--- config.mk ---
export PLATFORM = sky130hd
export DESIGN_NAME = tagged_hash_bucket_unit
export DESIGN_NICKNAME = d
export VERILOG_FILES = /design/src/hdl/thb_pkg.sv /design/src/hdl/tagged_hash_bucket_unit.sv /design/src/hdl/thb_ctrl.sv /design/src/hdl/thb_datapath.sv
export SDC_FILE = /design/constraint.sdc
export NUM_CORES = 2
export LEC_CHECK = 0
export BUFFER_PORTS_ARGS = -buffer_cell sky130_fd_sc_hd__buf_2
export CORE_MARGIN = 8
export CORE_UTILIZATION = 50
export CTS_CLUSTER_DIAMETER = 120
export DETAILED_ROUTE_END_ITERATION = 7
export GPL_TIMING_DRIVEN = 0
export PLACE_DENSITY_LB_ADDON = 0.15
export SLEW_MARGIN = 20
export SYNTH_ARGS = -nofsm -noshare
export SYNTH_HDL_FRONTEND = slang
export SYNTH_HIERARCHICAL = 1
export SYNTH_SLANG_ARGS = --single-unit
export TNS_END_PERCENT = 1
--- constraint.sdc ---
create_clock -name clock -period 20.4 [get_ports clock]
set_clock_uncertainty 0.2 [all_clocks]
set_input_delay 1.02 -clock clock [delete_from_list [all_inputs] [get_ports clock]]
set_output_delay 1.02 -clock clock [all_outputs]
set_load 0.1 [all_outputs]
--- src/hdl/thb_pkg.sv ---
`timescale 1ns / 1ps
// ----------------------------------------------------------------------------
// thb_pkg
// Shared types and constants for the tagged hash bucket unit.
// ----------------------------------------------------------------------------
package thb_pkg;

   localparam int CMD_W      = 2;
   localparam int SLOT_W     = 3;
   localparam int TAG_W      = 7;
   localparam int HASH_IN_W  = 64;
   localparam int VALUE_IN_W = 32;
   localparam int STATUS_W   = 2;
   localparam int COUNT_W    = 4;

   localparam logic [COUNT_W-1:0] NONE_SLOT = 4'd8;

   typedef enum logic [CMD_W-1:0] {
      CMD_INSERT = 2'd0,
      CMD_REMOVE = 2'd1,
      CMD_FIND   = 2'd2,
      CMD_CLEAR  = 2'd3
   } cmd_type;

   typedef enum logic [STATUS_W-1:0] {
      STAT_OK        = 2'd0,
      STAT_FULL      = 2'd1,
      STAT_BAD_SLOT  = 2'd2,
      STAT_NOT_FOUND = 2'd3
   } status_type;

   typedef struct packed {
      logic capture;
      logic commit;
   } ctrl_cmd_type;

endpackage

--- src/hdl/tagged_hash_bucket_unit.sv ---
`timescale 1ns / 1ps
// ----------------------------------------------------------------------------
// tagged_hash_bucket_unit
// Eight-way bucket of tagged entries with insert, remove, find and clear.
//
// A request beat on req_* carries a command, slot, tag, full hash and value.
// Each request gives exactly one response beat on rsp_*: status, found slot,
// entry count and been-full flag after the command, and the found value.
// The request is registered on acceptance; in execute the tag and hash are
// compared against every slot in parallel, and the store update and the
// response register load follow once the response register is free. A new
// request is not taken until the current one has left execute; req_stall is
// high while in execute. If the response register still holds an untaken
// beat, the unit waits in execute until rsp_stall drops.
// Reset empties the bucket (count and been-full cleared) and drops rsp_valid;
// slot contents are not cleared since slots at or beyond the count are never
// read.
// ----------------------------------------------------------------------------
module tagged_hash_bucket_unit #(
   parameter int ENTRIES     = 8,
   parameter int HASH_WIDTH  = 64,
   parameter int VALUE_WIDTH = 32
) (
   input  logic                              clock,
   input  logic                              reset,
   input  logic                              req_valid,
   output logic                              req_stall,
   input  logic [thb_pkg::CMD_W-1:0]         req_command,
   input  logic [thb_pkg::SLOT_W-1:0]        req_slot_index,
   input  logic [thb_pkg::TAG_W-1:0]         req_tag,
   input  logic [thb_pkg::HASH_IN_W-1:0]     req_full_hash,
   input  logic [thb_pkg::VALUE_IN_W-1:0]    req_value_word,
   output logic                              rsp_valid,
   input  logic                              rsp_stall,
   output logic [thb_pkg::STATUS_W-1:0]      rsp_status,
   output logic [thb_pkg::COUNT_W-1:0]       rsp_found_slot,
   output logic [thb_pkg::COUNT_W-1:0]       rsp_entry_count,
   output logic                              rsp_been_full,
   output logic [thb_pkg::VALUE_IN_W-1:0]    rsp_value_out
);
   import thb_pkg::*;

   ctrl_cmd_type cmd;

   thb_ctrl u_ctrl (
      .clock     (clock),
      .reset     (reset),
      .req_valid (req_valid),
      .req_stall (req_stall),
      .rsp_valid (rsp_valid),
      .rsp_stall (rsp_stall),
      .cmd       (cmd)
   );

   thb_datapath #(
      .ENTRIES     (ENTRIES),
      .HASH_WIDTH  (HASH_WIDTH),
      .VALUE_WIDTH (VALUE_WIDTH)
   ) u_datapath (
      .clock           (clock),
      .reset           (reset),
      .cmd             (cmd),
      .req_command     (req_command),
      .req_slot_index  (req_slot_index),
      .req_tag         (req_tag),
      .req_full_hash   (req_full_hash),
      .req_value_word  (req_value_word),
      .rsp_status      (rsp_status),
      .rsp_found_slot  (rsp_found_slot),
      .rsp_entry_count (rsp_entry_count),
      .rsp_been_full   (rsp_been_full),
      .rsp_value_out   (rsp_value_out)
   );

endmodule

--- src/hdl/thb_ctrl.sv ---
`timescale 1ns / 1ps
// ----------------------------------------------------------------------------
// thb_ctrl
// Sequencer: takes a request beat, runs the execute state, and leaves it to
// hand the response to the output register once that register is free.
// ----------------------------------------------------------------------------
module thb_ctrl (
   input  logic                 clock,
   input  logic                 reset,
   input  logic                 req_valid,
   output logic                 req_stall,
   output logic                 rsp_valid,
   input  logic                 rsp_stall,
   output thb_pkg::ctrl_cmd_type cmd
);
   import thb_pkg::*;

   typedef enum logic {
      ST_IDLE,
      ST_EXEC
   } state_type;

   state_type state_ff, state_in;
   logic      rsp_valid_ff, rsp_valid_in;
   logic      out_free;

   assign out_free    = !rsp_valid_ff || !rsp_stall;
   assign req_stall   = (state_ff != ST_IDLE);
   assign rsp_valid   = rsp_valid_ff;
   assign cmd.capture = (state_ff == ST_IDLE) && req_valid;
   assign cmd.commit  = (state_ff == ST_EXEC) && out_free;

   always_comb begin
      state_in     = state_ff;
      rsp_valid_in = rsp_valid_ff && rsp_stall;
      case (state_ff)
         ST_IDLE: begin
            if (req_valid) begin
               state_in = ST_EXEC;
            end
         end
         ST_EXEC: begin
            if (out_free) begin
               state_in     = ST_IDLE;
               rsp_valid_in = 1'b1;
            end
         end
         default: begin
            state_in = ST_IDLE;
         end
      endcase
   end

   always_ff @(posedge clock) begin
      if (reset) begin
         state_ff     <= ST_IDLE;
         rsp_valid_ff <= 1'b0;
      end else begin
         state_ff     <= state_in;
         rsp_valid_ff <= rsp_valid_in;
      end
   end

endmodule

--- src/hdl/thb_datapath.sv ---
`timescale 1ns / 1ps
// ----------------------------------------------------------------------------
// thb_datapath
// Entry store, request capture, per-slot tag and hash compare, update of
// count and been-full flag, and the response register.
// ----------------------------------------------------------------------------
module thb_datapath #(
   parameter int ENTRIES     = 8,
   parameter int HASH_WIDTH  = 64,
   parameter int VALUE_WIDTH = 32
) (
   input  logic                              clock,
   input  logic                              reset,
   input  thb_pkg::ctrl_cmd_type             cmd,
   input  logic [thb_pkg::CMD_W-1:0]         req_command,
   input  logic [thb_pkg::SLOT_W-1:0]        req_slot_index,
   input  logic [thb_pkg::TAG_W-1:0]         req_tag,
   input  logic [thb_pkg::HASH_IN_W-1:0]     req_full_hash,
   input  logic [thb_pkg::VALUE_IN_W-1:0]    req_value_word,
   output logic [thb_pkg::STATUS_W-1:0]      rsp_status,
   output logic [thb_pkg::COUNT_W-1:0]       rsp_found_slot,
   output logic [thb_pkg::COUNT_W-1:0]       rsp_entry_count,
   output logic                              rsp_been_full,
   output logic [thb_pkg::VALUE_IN_W-1:0]    rsp_value_out
);
   import thb_pkg::*;

   localparam int IDX_W = (ENTRIES > 1) ? $clog2(ENTRIES) : 1;
   localparam logic [COUNT_W-1:0] FULL_COUNT = COUNT_W'(ENTRIES);

   // entry store
   logic [TAG_W-1:0]       tags_ff   [ENTRIES];
   logic [HASH_WIDTH-1:0]  hashes_ff [ENTRIES];
   logic [VALUE_WIDTH-1:0] values_ff [ENTRIES];

   // captured request
   logic [CMD_W-1:0]       cmd_ff;
   logic [SLOT_W-1:0]      slot_ff;
   logic [TAG_W-1:0]       tag_ff;
   logic [HASH_WIDTH-1:0]  hash_ff;
   logic [VALUE_WIDTH-1:0] val_ff;

   logic [COUNT_W-1:0]     count_ff, count_in;
   logic                   full_ff, full_in;

   logic [STATUS_W-1:0]    status_ff, status_in;
   logic [COUNT_W-1:0]     found_ff, found_in;
   logic [VALUE_IN_W-1:0]  vout_ff, vout_in;

   logic [ENTRIES-1:0]     match;
   logic                   wr_en;
   logic [IDX_W-1:0]       wr_idx;
   logic [IDX_W-1:0]       last_idx;
   logic [TAG_W-1:0]       wr_tag;
   logic [HASH_WIDTH-1:0]  wr_hash;
   logic [VALUE_WIDTH-1:0] wr_val;
   logic [COUNT_W-1:0]     slot_ext;
   logic [COUNT_W-1:0]     count_dec;

   assign slot_ext  = COUNT_W'(slot_ff);
   assign count_dec = count_ff - COUNT_W'(1);
   assign last_idx  = count_dec[IDX_W-1:0];

   always_comb begin
      for (int i = 0; i < ENTRIES; i++) begin
         match[i] = (COUNT_W'(i) < count_ff) && (tags_ff[i] == tag_ff)
                    && (hashes_ff[i] == hash_ff);
      end
   end

   always_comb begin
      count_in  = count_ff;
      full_in   = full_ff;
      status_in = STAT_OK;
      found_in  = NONE_SLOT;
      vout_in   = '0;
      wr_en     = 1'b0;
      wr_idx    = slot_ff[IDX_W-1:0];
      wr_tag    = tag_ff;
      wr_hash   = hash_ff;
      wr_val    = val_ff;
      case (cmd_type'(cmd_ff))
         CMD_INSERT: begin
            if (count_ff >= FULL_COUNT) begin
               status_in = STAT_FULL;
            end else if (slot_ext != count_ff) begin
               status_in = STAT_BAD_SLOT;
            end else begin
               wr_en    = 1'b1;
               count_in = count_ff + COUNT_W'(1);
               if (count_in >= FULL_COUNT) begin
                  full_in = 1'b1;
               end
            end
         end
         CMD_REMOVE: begin
            if (slot_ext >= count_ff) begin
               status_in = STAT_BAD_SLOT;
            end else begin
               wr_en    = 1'b1;
               wr_tag   = tags_ff[last_idx];
               wr_hash  = hashes_ff[last_idx];
               wr_val   = values_ff[last_idx];
               count_in = count_dec;
            end
         end
         CMD_FIND: begin
            status_in = STAT_NOT_FOUND;
            for (int i = ENTRIES - 1; i >= 0; i--) begin
               if (match[i]) begin
                  status_in = STAT_OK;
                  found_in  = COUNT_W'(i);
                  vout_in   = VALUE_IN_W'(values_ff[i]);
               end
            end
         end
         CMD_CLEAR: begin
            count_in = '0;
            full_in  = 1'b0;
         end
         default: begin
            status_in = STAT_OK;
         end
      endcase
   end

   always_ff @(posedge clock) begin
      if (cmd.capture) begin
         cmd_ff  <= req_command;
         slot_ff <= req_slot_index;
         tag_ff  <= req_tag;
         hash_ff <= HASH_WIDTH'(req_full_hash);
         val_ff  <= VALUE_WIDTH'(req_value_word);
      end
   end

   always_ff @(posedge clock) begin
      if (cmd.commit && wr_en) begin
         tags_ff[wr_idx]   <= wr_tag;
         hashes_ff[wr_idx] <= wr_hash;
         values_ff[wr_idx] <= wr_val;
      end
   end

   always_ff @(posedge clock) begin
      if (reset) begin
         count_ff <= '0;
         full_ff  <= 1'b0;
      end else if (cmd.commit) begin
         count_ff <= count_in;
         full_ff  <= full_in;
      end
   end

   always_ff @(posedge clock) begin
      if (cmd.commit) begin
         status_ff <= status_in;
         found_ff  <= found_in;
         vout_ff   <= vout_in;
      end
   end

   assign rsp_status      = status_ff;
   assign rsp_found_slot  = found_ff;
   assign rsp_entry_count = count_ff;
   assign rsp_been_full   = full_ff;
   assign rsp_value_out   = vout_ff;

endmodule
==> results.cfg <==
[routing]
wl_per_cell_um = 42.0
drc = 0
ant_nets = 0
drtIter0Drc = 5259
dr_total_vias = 31410
drt-vias-per-instance = 6.77
postRouteWirelength_um = 195000
firstDrtPassIters = 6

[global_routing]
grtUsageTotal = 0.375
grt_busiest_layer = met2
met3_usage = 0.0820
grt_pass1_vias = 30726
grt_overflow = 0
antenna_found_initial = 11
grt_pass1_wl_um = 262000
grt_max_degree = 57
use_met2 = 0.588
grt_util_met1 = 0.472

[die]
chipWidth_um = 319
dieArea_um2 = 102000
coreArea_um2 = 91400
initial_core_util = 0.503
num_io_pins = 157
rows = 111
dieHeight_um = 319

[clocking]
insertion_delay_ns = 0.71
cts.clk_slew.worst_paths_ns = 0.06
postCtsSetupRepairBufs = 0
numCtsBuffers = 103
cts_max_level = 3
cts-root-buf = clkbuf_16
cts_tree = done
cts_sinks = 977
cts_resized = 0
clk_path_buf_depth = 3
holdBufCountCts = 0

[sta]
final.setup.worst_slack_ns = 14.37
hold_violations = 0
maxSlewViolCount = 0
setup_viol = 0
worst_slew_pin_slew_ns = 1.28
rsz0062_at_grt = no
min_period_ns = 6.03
fin_crit_sh = 0.296
slew_headroom = 0.147
max_freq_ghz = 0.166

[placement]
dp_hpwl_um = 150000
dpl-instance-area_um2 = 49900
pre_cts_ws_ns = 14.51
gp_congestion = 1.08
port_buffers = 156

[pwr]
p_leak_nw = 18.2
p_switching_w = 0.00110
clkPwrFrac = 0.431
power.density_nw_per_um2 = 86.5
p_int_w = 0.00353
p_comb_frac = 0.080
switching_share = 0.237
ir_drop_mv = 0.0893
seqPwrFrac = 0.488

[yosys]
yosysMostFrequentCell = edfxtp_1
syn_area_per_cell_um2 = 15.3
synthFlopType = edfxtp_1
ys_async_sr_fraction = 0
yosysTopAreaCell = edfxtp_1
synth_area_um2 = 46000
ys_seq_area_frac = 0.636
syn_nets = 3130
netlist_top_cells_count = edfxtp_1 (970), xor2_1 (244), xnor2_1 (223)
ys_warn_count = 6
synth_edf_count = 970
netlist.area_leader.share = 0.633
syn_inst = 3012
synth_area_leaders = edfxtp_1 (63%), mux4_2 (10%), xor2_1 (4.6%)
ys_ff_latch = 977
synth_cell_types = 65

[run]
drv_cap = 0

[worst_hold_path]
hold_class = flip-flop to flip-flop

[worst_setup_path]
required_ns = 20.64
path_class = flip-flop to flip-flop
crit_arrival_ns = 6.27
slowest_stage = nor3_1
crit_chain = clkbuf_1, xor2_1, nor4_2, nand4_1, nor3_1, nand2_1, or4_1, clkbuf_1, nor2_1, nor2_1, a31o_1
endpoint_kind = flip-flop
worstPathMaxFanout = 10
cp-start-kind = flip-flop
slowest_delay_ns = 0.99

[finish]
drive_gt1_frac = 0.221
design_area_um2 = 53500
nets = 3478
finish.utilization = 0.585
areaGrowthSynthToFinish_pct = 16.3

[status]
status = complete, no violations
==> routing by layer <==
metal,share of wire,wire length (um)
met3,0.098,19000
met4,0.085,16600
met2,0.45,88300
met5,0.00015,30
met1,0.36,70800
==> cell type report <==
class | instances | area (um^2)
multi-input cells | 1730 | 15600
flip-flops and latches | 977 | 29300
plain buffers | 195 | 892
well taps | 1186 | 1480
clock buffers | 121 | 2720
repair buffers | 243 | 2230
inverters | 110 | 418
fillers | 7177 | 37900
diodes | 9 | 22.5
clock inverters | 69 | 840
==> stage by stage <==
step	setup TNS, ns	hold slack (ns)	total power (W)	instances
floorplan	0	0.346	0.00250	3012
global placement	-544.84	0.256	0.00265	4354
CTS	0	0.255	0.00463	4631
global route	0	0.267	0.00471	4631
detailed placement	0	0.245	0.00266	4441
finish	0	0.256	0.00463	4640
==> cells in the final DEF (no fill, tap or decap), types with 10 or more instances in the layout <==
cell | Yosys | final
edfxtp_1 | 970 | 970
xor2_1 | 244 | 244
buf_2 | 66 | 242
xnor2_1 | 223 | 222
mux4_2 | 206 | 206
nor2_1 | 197 | 190
a21oi_1 | 118 | 118
clkbuf_16 | 0 | 106
mux2i_1 | 104 | 104
inv_1 | 96 | 95
clkbuf_1 | 83 | 82
nand4_1 | 78 | 78
nor4_1 | 80 | 72
nand2b_1 | 62 | 62
o21ai_0 | 57 | 57
nand2_1 | 47 | 47
o221ai_1 | 34 | 34
buf_4 | 2 | 32
a22o_1 | 30 | 30
nor2b_1 | 27 | 27
a211o_1 | 25 | 25
buf_16 | 0 | 25
o22ai_1 | 24 | 24
a31o_1 | 24 | 24
clkinv_1 | 0 | 23
buf_12 | 0 | 20
bufinv_16 | 0 | 19
clkbuf_2 | 0 | 19
buf_1 | 41 | 18
clkinv_2 | 0 | 14
inv_2 | 14 | 14
buf_6 | 3 | 11
nand3_1 | 11 | 11
nor4_2 | 2 | 10
o2111ai_1 | 10 | 10
==> state kept, by name, indices dropped and copies added (netlist names), 3 cells and up <==
name,count
u_datapath/hashes_ff,512
u_datapath/rsp_entry_count,4
u_datapath/rsp_value_out,32
u_datapath/tag_ff,7
u_datapath/values_ff,256
u_datapath/val_ff,32
u_datapath/hash_ff,64
u_datapath/slot_ff,3
u_datapath/tags_ff,56
u_datapath/rsp_found_slot,4
==> path summary, 6_finish.rpt <==
path / startpoint / cells after the start / slack, ns / endpoint
min: u_datapath/rsp_been_full$_SDFFE_PP0P_ / 2 / 0.26 / u_datapath/rsp_been_full$_SDFFE_PP0P_
max reg2reg: u_datapath/tag_ff[6]$_DFFE_PP_ / 11 / 14.37 / u_datapath/rsp_value_out[22]$_SDFFCE_PP0P_
max: u_datapath/tag_ff[6]$_DFFE_PP_ / 11 / 14.37 / u_datapath/rsp_value_out[22]$_SDFFCE_PP0P_
min reg2reg: u_datapath/rsp_been_full$_SDFFE_PP0P_ / 2 / 0.26 / u_datapath/rsp_been_full$_SDFFE_PP0P_
==> cell families (layout without fill, tap and decap cells) <==
kind of cell / Yosys count / count (layout) / share of synthesized area
fa+ha+maj: 6 / 6 / 0.00163
simple gates: 535 / 535 / 0.0599
other cells: 0 / 9 / 0
buf+inv: 305 / 738 / 0.0273
xor+xnor: 467 / 467 / 0.0889
compound gates: 412 / 412 / 0.0627
flops: 977 / 977 / 0.636
mux: 310 / 310 / 0.123
==> worst max-delay path: cells and delay by family, from the launching register on <==
family          cells  cell delay [ns]
compound gates      1             0.21
xor+xnor            1             0.35
buf+inv             2             0.97
flops               1             0.41
simple gates        7             3.61
==> power groups by stage <==
stage	Sequential [W]	Combinational, W	Clock (W)
final	0.00226	0.000372	0.00200
after global routing	0.00226	0.000377	0.00207
after CTS	0.00226	0.000361	0.00201
after detailed placement	0.00230	0.000360	0
after global placement	0.00231	0.000348	0
after floorplan	0.00233	0.000169	0
No activity file was read; power rests on OpenSTA's default activity.
